$ cat src/hw/rtl/sed_pkg.sv
// Shared types, character codes and status codes for the string escape decoder.
// Used by the decoder top level and by its port checker; depends on nothing.
package sed_pkg;

   typedef enum logic [2:0] {
      MODE_NORMAL = 3'd0,
      MODE_ESC    = 3'd1,
      MODE_HEX1   = 3'd2,
      MODE_HEX2   = 3'd3,
      MODE_SKIP   = 3'd4
   } mode_type;

   typedef enum logic [1:0] {
      STATUS_OK        = 2'd0,
      STATUS_UNDEF_ESC = 2'd1,
      STATUS_HEX_RANGE = 2'd2
   } status_type;

   localparam logic [7:0] CHAR_BSLASH = 8'h5C;
   localparam logic [7:0] CHAR_DQUOTE = 8'h22;
   localparam logic [7:0] CHAR_X      = 8'h78;
   localparam logic [7:0] CHAR_R      = 8'h72;
   localparam logic [7:0] CHAR_T      = 8'h74;
   localparam logic [7:0] CHAR_N      = 8'h6E;
   localparam logic [7:0] CHAR_ZERO   = 8'h30;
   localparam logic [7:0] CHAR_SEVEN  = 8'h37;
   localparam logic [7:0] CHAR_CR     = 8'h0D;
   localparam logic [7:0] CHAR_TAB    = 8'h09;
   localparam logic [7:0] CHAR_LF     = 8'h0A;

   typedef struct packed {
      logic       ok;
      logic [3:0] value;
   } hex_digit_type;

   // Decodes one hex digit character; ok is low for anything else.
   function automatic hex_digit_type hex_low_digit(input logic [7:0] c);
      hex_digit_type d;
      d.ok    = 1'b1;
      d.value = 4'd0;
      if (c >= 8'h30 && c <= 8'h39) begin
         d.value = c[3:0];
      end else if ((c >= 8'h61 && c <= 8'h66) || (c >= 8'h41 && c <= 8'h46)) begin
         d.value = c[3:0] + 4'd9;
      end else begin
         d.ok = 1'b0;
      end
      return d;
   endfunction

endpackage

$ cat src/hw/rtl/string_escape_decoder_top.sv
// String escape decoder: accepts one byte per cycle while the consumer does not stall.
// An input register holds each accepted byte and feeds the escape decode logic,
// whose outcome lands in a result register that holds while the consumer stalls.
// Synchronous active-high reset empties both registers and returns to normal mode.
// Depends on sed_pkg.
module string_escape_decoder_top (
   input  logic       clock,
   input  logic       reset,
   input  logic       req_valid,
   output logic       req_stall,
   input  logic [7:0] req_in_byte,
   input  logic       req_last_byte,
   output logic       rsp_valid,
   input  logic       rsp_stall,
   output logic [7:0] rsp_out_byte,
   output logic       rsp_has_byte,
   output logic [1:0] rsp_status,
   output logic       rsp_done_res
);
   import sed_pkg::*;

   logic       in_valid_ff;
   logic [7:0] in_byte_ff;
   logic       in_last_ff;

   mode_type   mode_ff, mode_in;
   logic [3:0] hex_hi_ff, hex_hi_in;

   logic       out_valid_ff, out_valid_in;
   logic [7:0] out_byte_ff, out_byte_in;
   logic       out_has_ff, out_has_in;
   status_type out_status_ff, out_status_in;
   logic       out_done_ff, out_done_in;

   logic       out_free;
   logic       advance;
   logic       emit;

   assign out_free  = !out_valid_ff || !rsp_stall;
   assign advance   = in_valid_ff && out_free;
   assign req_stall = in_valid_ff && !out_free;

   // Escape decode for the byte in the input register.
   always_comb begin
      hex_digit_type lo;
      lo          = hex_low_digit(in_byte_ff);
      mode_in     = mode_ff;
      hex_hi_in   = hex_hi_ff;
      emit        = 1'b0;
      out_byte_in = 8'd0;
      out_has_in  = 1'b0;
      out_status_in = STATUS_OK;
      out_done_in = in_last_ff;

      case (mode_ff)
         MODE_SKIP: begin
            if (in_last_ff) begin
               mode_in = MODE_NORMAL;
            end
         end
         MODE_ESC: begin
            mode_in = MODE_NORMAL;
            emit    = 1'b1;
            case (in_byte_ff)
               CHAR_R: begin
                  out_byte_in = CHAR_CR;
                  out_has_in  = 1'b1;
               end
               CHAR_T: begin
                  out_byte_in = CHAR_TAB;
                  out_has_in  = 1'b1;
               end
               CHAR_N: begin
                  out_byte_in = CHAR_LF;
                  out_has_in  = 1'b1;
               end
               CHAR_DQUOTE, CHAR_BSLASH: begin
                  out_byte_in = in_byte_ff;
                  out_has_in  = 1'b1;
               end
               CHAR_ZERO: begin
                  out_done_in = 1'b1;
                  mode_in     = in_last_ff ? MODE_NORMAL : MODE_SKIP;
                  hex_hi_in   = 4'd0;
               end
               CHAR_X: begin
                  if (in_last_ff) begin
                     out_status_in = STATUS_UNDEF_ESC;
                     out_done_in   = 1'b1;
                     hex_hi_in     = 4'd0;
                  end else begin
                     emit    = 1'b0;
                     mode_in = MODE_HEX1;
                  end
               end
               default: begin
                  out_status_in = STATUS_UNDEF_ESC;
                  out_done_in   = 1'b1;
                  mode_in       = in_last_ff ? MODE_NORMAL : MODE_SKIP;
                  hex_hi_in     = 4'd0;
               end
            endcase
         end
         MODE_HEX1: begin
            if (in_last_ff) begin
               // An escape cut off by the end of the string.
               emit          = 1'b1;
               out_status_in = STATUS_UNDEF_ESC;
               out_done_in   = 1'b1;
               mode_in       = MODE_NORMAL;
               hex_hi_in     = 4'd0;
            end else begin
               mode_in   = MODE_HEX2;
               hex_hi_in = (in_byte_ff > CHAR_ZERO && in_byte_ff < CHAR_SEVEN) ?
                           in_byte_ff[3:0] : 4'd0;
            end
         end
         MODE_HEX2: begin
            emit      = 1'b1;
            hex_hi_in = 4'd0;
            if (hex_hi_ff == 4'd0 || !lo.ok) begin
               out_status_in = STATUS_HEX_RANGE;
               out_done_in   = 1'b1;
               mode_in       = in_last_ff ? MODE_NORMAL : MODE_SKIP;
            end else begin
               mode_in     = MODE_NORMAL;
               out_byte_in = {hex_hi_ff, lo.value};
               out_has_in  = 1'b1;
            end
         end
         default: begin
            mode_in = MODE_NORMAL;
            if (in_byte_ff == CHAR_BSLASH) begin
               if (in_last_ff) begin
                  emit          = 1'b1;
                  out_status_in = STATUS_UNDEF_ESC;
                  out_done_in   = 1'b1;
                  hex_hi_in     = 4'd0;
               end else begin
                  mode_in = MODE_ESC;
               end
            end else begin
               emit        = 1'b1;
               out_byte_in = in_byte_ff;
               out_has_in  = 1'b1;
            end
         end
      endcase
   end

   always_comb begin
      out_valid_in = out_valid_ff;
      if (out_free) begin
         out_valid_in = advance && emit;
      end
   end

   always_ff @(posedge clock) begin
      if (reset) begin
         in_valid_ff  <= 1'b0;
         out_valid_ff <= 1'b0;
         mode_ff      <= MODE_NORMAL;
         hex_hi_ff    <= 4'd0;
      end else begin
         out_valid_ff <= out_valid_in;
         if (!req_stall) begin
            in_valid_ff <= req_valid;
         end
         if (advance) begin
            mode_ff   <= mode_in;
            hex_hi_ff <= hex_hi_in;
         end
      end
   end

   always_ff @(posedge clock) begin
      if (!req_stall && req_valid) begin
         in_byte_ff <= req_in_byte;
         in_last_ff <= req_last_byte;
      end
      if (advance && emit) begin
         out_byte_ff   <= out_byte_in;
         out_has_ff    <= out_has_in;
         out_status_ff <= out_status_in;
         out_done_ff   <= out_done_in;
      end
   end

   assign rsp_valid    = out_valid_ff;
   assign rsp_out_byte = out_byte_ff;
   assign rsp_has_byte = out_has_ff;
   assign rsp_status   = out_status_ff;
   assign rsp_done_res = out_done_ff;

endmodule

$ cat config.mk
export PLATFORM = sky130hd
export DESIGN_NAME = string_escape_decoder_top
export DESIGN_NICKNAME = d
export VERILOG_FILES = /design/src/hw/rtl/sed_pkg.sv /design/src/hw/rtl/string_escape_decoder_top.sv
export SDC_FILE = /design/constraint.sdc
export NUM_CORES = 1
export LEC_CHECK = 0
export BUFFER_PORTS_ARGS = -buffer_cell sky130_fd_sc_hd__buf_2
export CAP_MARGIN = 5
export CORE_MARGIN = 2
export CORE_UTILIZATION = 55
export DETAILED_ROUTE_END_ITERATION = 6
export GPL_ROUTABILITY_DRIVEN = 0
export PLACE_DENSITY = 0.81
export SYNTH_ARGS = -nofsm -noshare
export SYNTH_HDL_FRONTEND = slang
export SYNTH_SLANG_ARGS = --single-unit
$ cat constraint.sdc
create_clock -name clock -period 2.9 [get_ports clock]
set_input_delay 0.29 -clock clock [delete_from_list [all_inputs] [get_ports clock]]
set_output_delay 0.29 -clock clock [all_outputs]
set_load 0.02 [all_outputs]
==> results of run 1 <==
## where the power goes
part	internal [uW]	switching [uW]	leakage (uW)	total, uW
clock	116	150	0.0000343	267
sequential	480	23.7	0.000273	504
combinational	39.3	60.0	0.000425	99.3
total	636	234	0.000733	870
## flip-flops by register name, indices dropped and copies added, names as in the netlist
name          cells
in_valid_ff       1
hex_hi_ff         4
rsp_has_byte      1
rsp_done_res      1
rsp_out_byte      8
in_byte_ff        8
mode_ff           3
rsp_status        2
in_last_ff        1
rsp_valid         1
## metal layers
layer,up-vias,routed length [um],share of wire
li1,711,-,-
met1,660,1440,0.40
met2,92,1710,0.47
met3,18,340,0.094
met4,0,119,0.033
met5,-,0,0
## placed cells by master, fill, tap and decap left out, drive strengths merged, types with 2 or more instances in the layout
| master | netlist | routed |
|---|---|---|
| buf | 7 | 26 |
| edfxtp | 21 | 21 |
| nand2 | 19 | 19 |
| nor2 | 14 | 14 |
| a21oi | 10 | 10 |
| o21ai | 10 | 10 |
| dfxtp | 9 | 9 |
| nor3 | 6 | 6 |
| a22o | 6 | 6 |
| nand3 | 6 | 6 |
| clkbuf | 4 | 6 |
| nand2b | 5 | 5 |
| inv | 5 | 5 |
| ha | 5 | 5 |
| and2 | 4 | 4 |
| a22oi | 3 | 3 |
| nand4b | 3 | 3 |
| or3 | 3 | 3 |
| nor4 | 3 | 3 |
| or4 | 2 | 2 |
| o21bai | 2 | 2 |
| xnor2 | 2 | 2 |
| o2111ai | 2 | 2 |
| a211oi | 2 | 2 |
| a31oi | 2 | 2 |
## cell type report
| class | count | share of cell area |
|---|---|---|
| clock inverter | 2 | 0.00647 |
| clock buffer | 6 | 0.0265 |
| timing repair buffer | 26 | 0.0673 |
| multi-input combinational | 130 | 0.442 |
| tap | 44 | 0.0285 |
| sequential | 30 | 0.419 |
| inverter | 5 | 0.00970 |
## kinds of logic after synthesis
kind of cell	synth area share
AO/OA/AOI/OAI	0.196
adder cells (fa/ha/maj)	0.0357
flip-flops	0.463
XOR/XNOR	0.0100
buffers and inverters	0.0479
AND/OR/NAND/NOR	0.247
## worst max-delay path, stage by stage, from the launching register on
cell and delay, ps:
edfxtp_1 500, inv_1 200, ha_1 190, o21bai_1 70
a2111oi_0 760, o21bai_1 230, a21oi_1 140, a31oi_1 220
nand2_1 80
## Yosys cell counts, drive strengths merged, types with 2 or more instances
cell type  count  area (um^2)
a211oi         2         20.0
a21oi         10         50.1
a22o           6         52.6
a22oi          3         22.5
a31oi          2         18.8
and2           4         27.5
buf            7         50.1
clkbuf         4         15.0
dfxtp          9          180
edfxtp        21          631
ha             5         62.6
inv            5         18.8
nand2         19         73.8
nand2b         5         31.3
nand3          6         30.0
nand4b         3         32.5
nor2          14         52.6
nor3           6         30.0
nor4           3         33.8
o2111ai        2         17.5
o21ai         10         50.1
o21bai         2         15.0
or3            3         23.8
or4            2         15.0
xnor2          2         17.5
## metrics by stage
stage	setup slack (ps)	instance area, um^2	hold slack, ps	utilization
6_report	257	1930	113	0.639
5_1_grt	97.3	1930	110	0.639
4_1_cts	278	1930	116	0.639
3_5_place_dp	388	1870	469	0.618
3_3_place_gp	496	1870	467	0.618
2_1_floorplan	854	1750	389	-
## how the worst max path moves through the flow
stage                            to  slack, ps  cells past startpoint
floorplan           rsp_out_byte[0]        850                      7
global placement       rsp_done_res        500                      8
detailed placement     rsp_done_res        390                      8
CTS                    rsp_done_res        280                      8
global route           rsp_done_res        100                      8
finish                 rsp_done_res        260                      8
==> results.json, run 1 <==
{
  "status": "complete, no violations",
  "gr-usage-all-layers": 0.212,
  "finalCritPeriodShare": 0.911,
  "layout_min_cycle_time_ps": 2640,
  "cp.required_ps": 3000,
  "worst-path-max-fanout": 8,
  "hold_class": "in -> reg",
  "p_per_area_nw_per_um2": 450,
  "maxSlewViolCount": 0,
  "syn-num-nets": 194,
  "rr_startpoint": "in_byte_ff[0]",
  "clk_latency_ps": 350,
  "diodes": 0,
  "start_util": 0.578,
  "cts-resized-gates": 0,
  "arrival_ps": 2750,
  "routed-via-count": 1481,
  "wire_per_inst_um": 14.8,
  "end_kind": "flop",
  "ctsRootBufferMaster": "clkbuf_4",
  "syn_area_per_cell_um2": 9.95,
  "cp-startpoint": "in_byte_ff[0]",
  "die_area_um2": 3650,
  "drt_iter0_drc": 72,
  "fillers": 244,
  "maxCapViolCount": 0,
  "drive_gt1_frac": 0.216,
  "fp.dieH_um": 60.4,
  "hold_end": "in_byte_ff[5]",
  "hold_start": "req_in_byte[5]",
  "portBuffers": 26,
  "wirelength_um": 3610,
  "leakage_uw": 0.000733,
  "vdd_drop_max_v": 0.000309,
  "path_clk_slew_ps": 90,
  "finalClockSkew_ps": 10.0,
  "start_kind": "flop",
  "grt_antenna_before_repair": 0,
  "clock_path_buffers": 2,
  "reg2reg_slack_ps": 260,
  "grt_pass1_wl_um": 5660,
  "clkSinkCount": 30,
  "ff_latch_area_um2": 811,
  "dp.cells": 235,
  "rows": 20,
  "hold_viol_final": 0,
  "synth_cells": 176,
  "core-area_um2": 3030,
  "hold_depth": 1,
  "postCtsSetupBuffers": 0,
  "criticalPathCategory": "reg -> reg",
  "ant_nets": 0,
  "setup_violations": 0,
  "die_w_um": 60.4,
  "layout.cells.non_filler": 243,
  "yosysWarnings": 0,
  "relSlewSlack": 0.445,
  "dpl.hpwl_um": 2620,
  "vias_per_cell": 6.09,
  "grt_pass1_vias": 1288,
  "grt_util_met1": 0.251,
  "cts_tree": "done",
  "worst_pin_slew_ps": 812,
  "grt_max_degree": 15,
  "top_usage_layer": "met2",
  "boundaryPins": 27,
  "synth-edff-count": 21,
  "area_growth_pct": 10.5,
  "max_freq_ghz": 0.378,
  "drt_first_pass_iters": 5,
  "htreeDepth": 2,
  "finalSetupTns_ps": 0,
  "r2r_end": "rsp_done_res",
  "nets": 216,
  "met3_usage": 0.0704,
  "multi_input_area_um2": 856,
  "reg2reg_depth": 8,
  "ys_ff_latch": 30,
  "ys.flop_type": "edfxtp_1",
  "synthArstFlopShare": 0,
  "cts.hold.buffers_added": 0,
  "grt_use_met2": 0.351,
  "overflow": 0,
  "rsz0062_at_grt": "no",
  "ys_types": 56,
  "finalPower_uw": 870,
  "syn_area_um2": 1750,
  "seq_area_frac_synth": 0.463,
  "drcViolationCount": 0,
  "numCtsBuffers": 5
}
Power figures use the tool's default switching activity.
==> run 2, diff against run 1 <==
- HOLD_SLACK_MARGIN: unset -> 0.06
- SETUP_SLACK_MARGIN: unset -> 0.4
==> run 2 against run 1 <==
  * Largest power group unchanged
  * Critical endpoint unchanged
  * Non-clock buffer count did not move
  * Worst hold slack improved by 3.1 ps
  * Clock skew rose by 1.2 ps
  * Critical path depth did not move
  * Maximum frequency rose by 11%
  * Flip-flop and latch count did not move
  * Wire length rose by 0.11%
  * Clock-buffer cell count did not move
==> results.json, run 2 (synthesis results as in run 1) <==
{
  "finalCritPeriodShare": 0.819,
  "grt_use_met2": 0.351,
  "rows": 20,
  "grt_util_met1": 0.251,
  "p_per_area_nw_per_um2": 449,
  "core-area_um2": 3030,
  "final_common_cell": "buf_2",
  "r2r_end": "rsp_done_res",
  "hold_depth": 1,
  "cts.hold.buffers_added": 0,
  "vdd_drop_max_v": 0.000309,
  "die_w_um": 60.4,
  "hold_viol_final": 0,
  "start_kind": "flop",
  "finalSetupTns_ps": 0,
  "hold_end": "in_byte_ff[5]",
  "drcViolationCount": 0,
  "reg2reg_depth": 8,
  "portBuffers": 26,
  "max_freq_ghz": 0.421,
  "wirelength_um": 3610,
  "maxCapViolCount": 0,
  "finalClockSkew_ps": 11.2,
  "rr_startpoint": "in_byte_ff[0]",
  "clkSinkCount": 30,
  "grt_max_degree": 15,
  "layout_min_cycle_time_ps": 2370,
  "worst-path-max-fanout": 8,
  "grt_antenna_before_repair": 0,
  "top_usage_layer": "met2",
  "clock_path_buffers": 2,
  "gr-usage-all-layers": 0.212,
  "dpl.hpwl_um": 2620,
  "drt_first_pass_iters": 5,
  "clk_latency_ps": 350,
  "path_clk_slew_ps": 90,
  "fp.dieH_um": 60.4,
  "area_growth_pct": 10.9,
  "dpl-instance-area_um2": 1870,
  "start_util": 0.578,
  "overflow": 0,
  "worst_pin_slew_ps": 690,
  "maxSlewViolCount": 0,
  "arrival_ps": 2470,
  "ant_nets": 0,
  "final_cell_area_um2": 1940,
  "hold_start": "req_in_byte[5]",
  "vias_per_cell": 5.99,
  "boundaryPins": 27,
  "setup_violations": 0,
  "drt_iter0_drc": 65,
  "drive_gt1_frac": 0.226,
  "grt_pass1_vias": 1288,
  "end_kind": "flop",
  "relSlewSlack": 0.539,
  "grt_pass1_wl_um": 5660,
  "ctsRootBufferMaster": "clkbuf_4",
  "wire_per_inst_um": 14.9,
  "cts_tree": "done",
  "postCtsSetupBuffers": 0,
  "cp.required_ps": 3000,
  "diodes": 0,
  "status": "complete, no violations",
  "hold_class": "in -> reg",
  "numCtsBuffers": 5,
  "utilization": 0.641,
  "finalPower_uw": 871,
  "layout.cells.most_common_list": "26 x buf_2, 21 x edfxtp_1, 18 x nand2_1, 14 x nor2_1, 10 x a21oi_1",
  "leakage_uw": 0.000731,
  "routed-via-count": 1456,
  "criticalPathCategory": "reg -> reg",
  "die_area_um2": 3650,
  "htreeDepth": 2,
  "nets": 216,
  "rsz0062_at_grt": "yes",
  "met3_usage": 0.0704,
  "reg2reg_slack_ps": 530
}
==> run 2: metrics by stage <==
stage | cells | hold slack (ps) | worst slack [ps]
floorplan | 176 | 389 | 854
global placement | 235 | 467 | 496
detailed placement | 235 | 469 | 388
CTS | 243 | 116 | 406
global route | 243 | 110 | 398
finish | 243 | 116 | 526
==> run 2: final cells by class <==
| type | count | area (um^2) |
|---|---|---|
| Inverter | 5 | 18.8 |
| Clock buffer | 6 | 51.3 |
| Fill cell | 242 | 1090 |
| Sequential cell | 30 | 811 |
| Tap cell | 44 | 55.1 |
| Clock inverter | 2 | 12.5 |
| Multi-Input combinational cell | 130 | 862 |
| Timing Repair Buffer | 26 | 130 |
==> run 2: worst max-delay path: stages, from the launching register on <==
cell and delay, ps:
edfxtp_1 500, inv_1 200, ha_1 190, o21bai_1 80
a2111oi_2 490, o21bai_1 200, a21oi_1 150, a31oi_1 230
nand2_1 80
==> run 2: per-layer routing <==
metal  wire length (um)  vias to the layer above  share of wire
li1                   -                      709              -
met1               1440                      650           0.40
met2               1720                       83           0.48
met3                331                       14          0.092
met4                112                        0          0.031
met5                  0                        -              0
==> run 2: power by group <==
group	switching, uW	total, uW	internal, uW
sequential	24.1	505	480
clock	150	266	116
combinational	60.6	100	39.6
==> run 2: worst max-delay path by stage <==
stage,start,endpoint,cells after the start
global placement,in_byte_ff[0],rsp_done_res,8
CTS,in_byte_ff[0],rsp_done_res,8
detailed placement,in_byte_ff[0],rsp_done_res,8
floorplan,in_byte_ff[0],rsp_out_byte[0],7
global route,in_byte_ff[0],rsp_done_res,8
finish,in_byte_ff[0],rsp_done_res,8
==> run 2: timing repair <==
item                                    CTS  global route
pin swaps                                 0             0
endpoints found under the setup margin    4            21
resized for setup                         1             3
hold endpoints to repair                  0             0
gates cloned                              0             0
